--- src/hw/rtl/tsrm_pkg.sv ---
// tsrm_pkg: constants, types and helpers of the ranging-sensor register model.
// No dependencies; imported by every module of the block and by the bench.
`timescale 1ns / 1ps

package tsrm_pkg;

    // Transaction kinds
    localparam logic CMD_WRITE = 1'b0;
    localparam logic CMD_READ  = 1'b1;

    // Register map
    localparam logic [15:0] ADDR_STATUS = 16'h00E5;
    localparam logic [15:0] ADDR_READY  = 16'h0031;
    localparam logic [15:0] ADDR_START  = 16'h0087;
    localparam logic [15:0] ADDR_HIST   = 16'h0088;
    localparam logic [15:0] ADDR_OSC    = 16'h00DE;

    // Histogram block layout
    localparam logic [7:0] HIST_LEN       = 8'd83;
    localparam logic [7:0] HIST_BIN_FIRST = 8'd6;
    localparam logic [7:0] HIST_BIN_END   = 8'd78;
    localparam logic [7:0] HIST_CAL_HI    = 8'd81;
    localparam logic [7:0] HIST_CAL_LO    = 8'd82;
    localparam logic [7:0] HIST_HDR0      = 8'h03;
    localparam logic [7:0] HIST_HDR1      = 8'h09;
    localparam logic [7:0] HIST_HDR5      = 8'hC0;
    localparam logic [4:0] HIST_LAST_BIN  = 5'd23;

    // Fixed read bytes
    localparam logic [7:0] STATUS_BYTE0 = 8'h01;
    localparam logic [7:0] OSC_BYTE0    = 8'h06;

    // Peak placement, phase in 10-bit fixed point
    localparam logic [10:0] DIST_MAX    = 11'd1400;
    localparam logic [13:0] PHASE_SCALE = 14'd10895;
    // 22528*1024 - 1024*1024
    localparam logic [25:0] PHASE_BASE  = 26'd22020096;
    localparam logic [20:0] PHASE_HALF  = 21'h100000;
    localparam logic [5:0]  BIN_OFFSET  = 6'd4;
    localparam logic [5:0]  BIN_LO      = 6'd6;
    localparam logic [5:0]  BIN_HI      = 6'd22;

    // Bin levels
    localparam logic [10:0] LEVEL_FLOOR = 11'd40;
    localparam logic [10:0] LEVEL_SIDE  = 11'd240;   // floor + side
    localparam logic [10:0] LEVEL_PEAK  = 11'd2040;  // floor + peak

    typedef logic [4:0]  bin_idx_t;
    typedef logic [10:0] bin_val_t;

    function automatic bin_val_t bin_value(input bin_idx_t k, input bin_idx_t b0);
        bin_val_t v;
        begin
            if (k == b0)
            begin
                v = LEVEL_PEAK;
            end
            else if ((k + 5'd1 == b0) || (k == b0 + 5'd1))
            begin
                v = LEVEL_SIDE;
            end
            else
            begin
                v = LEVEL_FLOOR;
            end
            return v;
        end
    endfunction

endpackage

--- src/hw/rtl/tsrm_peak_bin.sv ---
// tsrm_peak_bin: registered peak-bin position from the configured distance.
// Depends on tsrm_pkg.
`timescale 1ns / 1ps

module tsrm_peak_bin
    import tsrm_pkg::*;
(
    input  logic        clk,
    input  logic [15:0] distance_mm,
    output bin_idx_t    peak_bin
);

    logic [10:0] dist_clamped;
    logic [24:0] phase_prod;
    logic [25:0] phase;
    logic [4:0]  quot;
    logic [20:0] rem;
    logic        round_up;
    logic [5:0]  bin_raw;
    bin_idx_t    peak_next;
    bin_idx_t    peak_reg;

    always_comb
    begin
        dist_clamped = (distance_mm > 16'(DIST_MAX)) ? DIST_MAX : distance_mm[10:0];
        phase_prod   = 25'(dist_clamped) * 25'(PHASE_SCALE);
        phase        = PHASE_BASE + 26'(phase_prod);
        quot         = phase[25:21];
        rem          = phase[20:0];
        // round half to even
        round_up     = (rem > PHASE_HALF) || ((rem == PHASE_HALF) && quot[0]);
        bin_raw      = 6'(quot) + 6'(round_up) + BIN_OFFSET;
        if (bin_raw < BIN_LO)
        begin
            peak_next = BIN_LO[4:0];
        end
        else if (bin_raw > BIN_HI)
        begin
            peak_next = BIN_HI[4:0];
        end
        else
        begin
            peak_next = bin_raw[4:0];
        end
    end

    always_ff @(posedge clk)
    begin
        peak_reg <= peak_next;
    end

    assign peak_bin = peak_reg;

endmodule

--- config.mk ---
export PLATFORM = sky130hd
export DESIGN_NAME = tsrm_peak_bin
export DESIGN_NICKNAME = d
export VERILOG_FILES = /design/src/hw/rtl/tsrm_pkg.sv /design/src/hw/rtl/tsrm_peak_bin.sv
export SDC_FILE = /design/constraint.sdc
export NUM_CORES = 1
export LEC_CHECK = 0
export ABC_AREA = 1
export CAP_MARGIN = 25
export CORE_UTILIZATION = 51
export CTS_CLUSTER_SIZE = 14
export DETAILED_ROUTE_END_ITERATION = 10
export DONT_BUFFER_PORTS = 1
export GPL_ROUTABILITY_DRIVEN = 0
export PLACE_DENSITY_LB_ADDON = 0.1
export SKIP_CTS_REPAIR_TIMING = 1
export SLEW_MARGIN = 10
export SYNTH_ARGS = -nofsm -noshare
export SYNTH_HDL_FRONTEND = slang
export SYNTH_SLANG_ARGS = --single-unit
--- constraint.sdc ---
create_clock -name clk -period 12.35 [get_ports clk]
set_input_delay 1.8525 -clock clk [delete_from_list [all_inputs] [get_ports clk]]
set_output_delay 1.8525 -clock clk [all_outputs]
set_load 0.05 [all_outputs]
==> metrics.txt, run 1 <==
# rows=31; Buffers on Ports=0; Syn Inst Count=566; max reg flops=5; Flop pwr share=0.147; CTS clock-pin slew for the worst setup and hold paths=30 ps; Logic pwr share=0.738; internal power=between 0.1 and 0.15 mW; Slew HR=0.556; Synth warnings=0; Setup TNS=0 ps; n_diodes=0; Worst Path Max Fanout=7; clk sinks=5; worst hold path type=flip-flop to primary output; Clk pwr share=0.115; initial antenna violation count=0; Fillers=761; asr flop ratio synth=0; predominant post-synthesis flop cell=dfxtp_1; Yosys reg bits=5; Worst-Margin Slew=663 ps; vias per inst=4.73; die area=7970 um^2; Synth-to-Final Area Change=4.25%; die height=a little under 90 um; LEAKAGE=2.49 nW; pre-CTS setup slack=4570 ps; Worst setup EP type=flip-flop; chip width=89.3 um; Slowest-stage cell, CP=fa_1; largest net degree at the start of global routing=8; Synth cell types=32; final instance area=4050 um^2; Iter 0 DRT Violations=105; starting density of the core=0.533; pwr dens=63.5 nW/um^2; synth top area cells=ha_1 30%, fa_1 20%, inv_1 15%, nand2_1 13%, nand3_1 3.9%; Synth area leader=ha_1; Worst path max stage delay=530 ps; H-tree depth=1; Mapped Area=3880 um^2; setup violators final=0; layout cells sized above 1=0.0703; Tmin final=7550 ps; max cap viols=0; maximum achievable frequency=about 130 MHz; RSZ-0062 raised after global routing=no; Seq/Total Area, Yosys=0.0258; CP dominant cell by count=inv_1; Via Count=~3,200; vias in the first global route=roughly 3,100; final wirelength=roughly 7500 um; Area after DPL=4000 um^2; number of enable flip-flop cells after synthesis=0; Antenna Violating Nets Remaining=0; dpl cells=664; I/O Pins=22; switching share of power=0.555; Final Non-Filler Cells=668; WP data arrival=7660 ps; Final Slew Violations=0; syn_area_per_cell=6.86 um^2; Final Hold Fails=0; TritonCTS clock tree=built; first-pass GRT wire length=13,300 um; syn_nets=713; startpoint types=primary input; clock buffer depth=2; Root Buffer=clkbuf_8; share of the synthesized area in the top cell type=0.296; run status=finished clean; post-DP HPWL=7030 um; Residual DRC=0; DR WL/cell=~11 um; Final period util=0.611; GRT Residual Overflow=0; Total GRT Usage=0.212; WS Path Type=primary input to flip-flop; Nets=717; Num CTS Buffers=3; drt pass-1 iters=4; Final WS setup=between 4000 and 5000 ps; Placeable Area=7290 um^2; VDD IR-drop max=0.0291 mV; total chip power=0.257 mW; P_sw=roughly 0.14 mW; CP required=12,470 ps
layer usage:
metal  part of all wire  vias up  wire [um]  GRT usage
li1                   -     1732          -          -
met1               0.52     1367       3900      0.299
met2               0.44       53       3260      0.366
met3              0.026        8        197    0.00277
met4              0.017        0        125     0.0447
met5                  0        -          0          0
critical path, delay by kind of cell:
kind,cells,cell delay (ps)
buffers and inverters,10,730
AND/OR/NAND/NOR,21,2120
AO/OA/AOI/OAI,1,210
adder cells (fa/ha/maj),7,2740
power groups by stage:
stage / clock, mW / sequential, mW / combinational, mW
finish: 0.0296 / 0.0378 / 0.190
global route: 0.0313 / 0.0389 / 0.223
CTS: 0.0304 / 0.0379 / 0.191
detailed placement: 0 / 0.0382 / 0.189
global placement: 0 / 0.0379 / 0.188
floorplan: 0 / 0.0377 / 0.153
cell usage in the layout (no fill, tap or decap):
cell type / count
nand4_1: 7
dfxtp_1: 5
nand3_2: 4
o21a_1: 1
a31oi_1: 1
ha_1: 92
o21ai_0: 4
nor2_1: 33
inv_2: 5
clkbuf_8: 3
o311ai_0: 1
nand3_1: 30
clkbuf_1: 1
xor2_1: 1
conb_1: 1
or2_2: 3
a21oi_1: 12
nor2_2: 5
nand2_1: 131
fa_1: 38
a21boi_1: 1
or2_4: 1
and2_4: 1
xnor2_1: 3
nand2_4: 1
nor3_1: 5
o21bai_1: 2
inv_1: 153
or2_0: 1
a21oi_2: 2
nand3b_1: 2
nand2_2: 15
and2_1: 4
Yosys cell counts (5+ instances only):
| library cell | count |
|---|---|
| inv_1 | 153 |
| nand2_1 | 131 |
| ha_1 | 92 |
| fa_1 | 38 |
| nor2_1 | 33 |
| nand3_1 | 30 |
| nand2_2 | 15 |
| a21oi_1 | 12 |
| nand4_1 | 7 |
| dfxtp_1 | 5 |
| inv_2 | 5 |
| nor2_2 | 5 |
| nor3_1 | 5 |
through the flow:
step | util | hold WS (ps)
CTS | 0.555 | 2530
global route | 0.555 | 2540
finish | 0.555 | 2520
global placement | 0.549 | 2290
floorplan | - | 2290
detailed placement | 0.549 | 2290
layout make-up:
type / instances / area [um^2] / share of cell area
Multi-Input combinational cell: 402 / 3190 / 0.787
Sequential cell: 5 / 100 / 0.0247
Inverter: 158 / 593 / 0.146
Clock buffer: 4 / 45.0 / 0.0111
Tap cell: 99 / 124 / 0.0306
logic make-up after synthesis:
group | count (synthesis) | share of synthesized area
other | 1 | 0.000966
DFF | 5 | 0.0258
AOI/OAI and AO/OA | 24 | 0.0367
xor gates and xnor gates | 4 | 0.00902
buffers and inverters | 159 | 0.154
adders and majority gates | 130 | 0.492
and+or+nand+nor | 243 | 0.282
worst paths after layout:
check                  startpoint          end  slack (ps)  cells past startpoint
setup / recovery  distance_mm[13]  peak_bin[0]        4800                     39
hold / removal        peak_bin[3]  peak_bin[3]        2520                      0
No activity file was read; power rests on OpenSTA's default activity.
==> run 2: changes to the inputs <==
--- a/config.mk
+++ b/config.mk
@@ -5,7 +5,7 @@
 export SDC_FILE = /design/constraint.sdc
 export NUM_CORES = 1
 export LEC_CHECK = 0
-export ABC_AREA = 1
+export ABC_AREA = 0
 export CAP_MARGIN = 25
 export CORE_UTILIZATION = 51
 export CTS_CLUSTER_SIZE = 14
==> constraint.sdc (replaced) <==
create_clock -name clk -period 7.2 [get_ports clk]
set_input_delay 1.08 -clock clk [delete_from_list [all_inputs] [get_ports clk]]
set_output_delay 1.08 -clock clk [all_outputs]
set_load 0.05 [all_outputs]
==> run 2 against run 1 <==
Wire length up 3.0%. Global-route usage increased by 0.41 points. Sequential power is 76% higher. Clock power is 73% higher. Die area is 5.3% lower. First-iteration DRC count fell by 39%. Flip-flop and latch count did not move. Highest routed layer unchanged. Worst setup slack worse by 4600 ps. Critical path type unchanged. Non-clock buffer count increased by 31. Critical endpoint unchanged. Final cell count shrank 16%.
==> metrics.txt, run 2 <==
Placeable Area=6870 um^2 (was 7290 um^2); Yosys reg bits=5 (unchanged); Final Non-Filler Cells=562 (was 668); clk sinks=5 (unchanged); Final period util=0.969; clock buffer depth=2 (unchanged); final wirelength=7710 um (was 7490 um); P_sw=0.194 mW (was 0.143 mW); most frequent cells in the layout=96 x inv_1, 91 x ha_1, 37 x fa_1, 31 x buf_4, 26 x a21oi_1 (was 153 x inv_1, 131 x nand2_1, 92 x ha_1, 38 x fa_1, 33 x nor2_1); Syn Inst Count=436 (was 566); Mapped Area=3670 um^2 (was 3880 um^2); asr flop ratio synth=0 (unchanged); H-tree depth=1 (unchanged); initial antenna violation count=0 (unchanged); share of the synthesized area in the top cell type=0.313 (was 0.296); Final Hold Fails=0 (unchanged); Antenna Violating Nets Remaining=0 (unchanged); VDD IR-drop max=0.0801 mV (was 0.0291 mV); Synth-to-Final Area Change=11.6% (was 4.25%); max cap viols=0 (unchanged); WS Path Type=primary input to flip-flop (unchanged); CTS clock-pin slew for the worst setup and hold paths=30 ps (about the same); Worst Path Max Fanout=5 (was 7); Top Usage Layer GRT=met2 (unchanged); Worst-Margin Slew=535 ps (was 663 ps); switching share of power=0.485 (was 0.555); syn_nets=583 (was 713); startpoint types=primary input (unchanged); syn_area_per_cell=8.43 um^2 (was 6.86 um^2); Flop pwr share=0.167 (was 0.147); LEAKAGE=2.19 nW (was 2.49 nW); Buffers on Ports=0 (unchanged); Final Slew Violations=0 (unchanged); maximum achievable frequency=143 MHz; cell with the most instances after synthesis=inv_1 (unchanged); worst hold slack=1750 ps (was 2520 ps); commonest cells in the netlist=97 x inv_1, 92 x ha_1, 38 x fa_1, 26 x a21oi_1 (was 153 x inv_1, 131 x nand2_1, 92 x ha_1, 38 x fa_1, 33 x nor2_1); run status=finished clean (unchanged); max reg flops=5 (unchanged); Clk pwr share=0.128 (was 0.115); GRT Residual Overflow=0 (unchanged); die area=7550 um^2 (was 7970 um^2); Synth area leader=ha_1 (unchanged); Logic pwr share=0.705 (was 0.738); Tmin final=about 7000 ps; post-DP HPWL=6980 um (was 7030 um); GR Util met1=0.299 (about the same); synth top area cells=ha_1 31%, fa_1 21%, inv_1 9.9%, a21oi_1 3.5%, dfxtp_1 2.7% (was ha_1 30%, fa_1 20%, inv_1 15%, nand2_1 13%, nand3_1 3.9%); number of enable flip-flop cells after synthesis=0 (unchanged); Nets=614 (was 717); vias in the first global route=2,931 (was 3,134); first-pass GRT wire length=13,100 um (was 13,300 um); vias per inst=5.31 (was 4.73); largest net degree at the start of global routing=9 (was 8); final instance area=4100 um^2 (was 4050 um^2); WP data arrival=7120 ps (was 7660 ps); setup violators final=0 (unchanged); # rows=30 (was 31); Num CTS Buffers=3 (unchanged); pwr dens=97.6 nW/um^2 (was 63.5 nW/um^2); drt pass-1 iters=4 (unchanged); layout cells sized above 1=0.129 (was 0.0703); Worst setup EP type=flip-flop (unchanged); predominant post-synthesis flop cell=dfxtp_1 (unchanged); CP required=7340 ps (was 12,470 ps); grt met3 use=0.00379 (was 0.00277); Seq/Total Area, Yosys=0.0272 (was 0.0258); n_diodes=0 (unchanged); worst hold path type=flip-flop to primary output (unchanged); commonest non-fill, non-tap cell in the layout=inv_1 (unchanged); Residual DRC=0 (unchanged); Area after DPL=4000 um^2 (unchanged); internal power=0.206 mW (was 0.115 mW); DR WL/cell=13.7 um (was 11.2 um); Slew HR=0.641 (was 0.556); starting density of the core=0.535 (was 0.533); Total GRT Usage=0.216 (was 0.212); Via Count=2,986 (was 3,160); Synth warnings=0 (unchanged); dpl cells=557 (was 664); chip width=86.9 um (was 89.3 um); die height=86.9 um (was 89.3 um); Root Buffer=clkbuf_8 (unchanged); GR met2 Demand/Resource=0.387 (was 0.366); Iter 0 DRT Violations=64 (was 105); I/O Pins=22 (unchanged); Synth cell types=55 (was 32); TritonCTS clock tree=built (unchanged)
==> run 2: changes by cell type after synthesis, moves of 6 or more <==
cell,previous run,this run
nor2_1,33,22
nand2b_1,0,8
nor3_1,5,11
a21oi_1,12,26
xnor2_1,3,10
inv_1,153,97
nand3_1,30,5
nand2_2,15,0
nand2_1,131,22
==> run 2: path summary, 6_finish.rpt <==
check | end | cells after the start | startpoint
max | peak_bin[0] | 26 | distance_mm[15]
min | peak_bin[3] | 0 | peak_bin[3]
==> run 2: final cells by class <==
class	instances	area (um^2)
clock buffers	4	45.0
multi-input cells	329	3240
fillers	652	2770
inverters	97	364
well taps	96	120
repair buffers	31	233
flip-flops and latches	5	100
==> run 2: routing by layer <==
| layer | up-vias | routed length, um |
|---|---|---|
| li1 | 1539 | - |
| met3 | 4 | 90 |
| met2 | 17 | 3840 |
| met4 | 0 | 26 |
| met1 | 1426 | 3760 |
| met5 | - | 0 |
==> run 2: critical path: stages <==
cell and delay [ps]:
or4_4 520, nor2_1 110, o21a_2 210, nand2b_1 90, buf_4 170, ha_1 280, ha_1 270, inv_1 50
fa_1 530, inv_1 50, fa_1 490, inv_1 50, fa_1 550, inv_1 50, ha_1 300, a21o_1 180
a221o_1 290, a41o_2 250, a2111o_1 410, nand4_1 110, nor2_1 70, ha_1 290, o21bai_1 170, a211oi_2 230
xor2_1 110, nor3_2 190
==> run 2: logic make-up (layout without fill, tap and decap cells) <==
logic type,after synthesis,after routing,share of synthesized area
simple gates,103,103,0.151
mux,3,3,0.00817
xor+xnor,13,13,0.0310
buf+inv,102,132,0.105
other cells,1,1,0.00102
compound gates,79,79,0.156
flops,5,5,0.0272
fa+ha+maj,130,130,0.520
==> run 2: metrics by stage <==
stage                     worst slack [ps]  utilization  TNS (ps)  total power [mW]
final                                  221        0.597         0             0.400
after global routing                 -22.8        0.597     -22.8             0.438
after CTS                             92.9        0.589         0             0.395
after detailed placement              -120        0.583      -120             0.340
after global placement                77.5        0.583         0             0.335
after floorplan                       14.6            -         0             0.264
==> run 2: power groups by stage <==
stage | clock network, mW | registers [mW] | logic, mW
after global placement | 0 | 0.0670 | 0.268
final | 0.0513 | 0.0667 | 0.282
after CTS | 0.0529 | 0.0673 | 0.274
after global routing | 0.0545 | 0.0673 | 0.316
after detailed placement | 0 | 0.0678 | 0.272
after floorplan | 0 | 0.0657 | 0.198
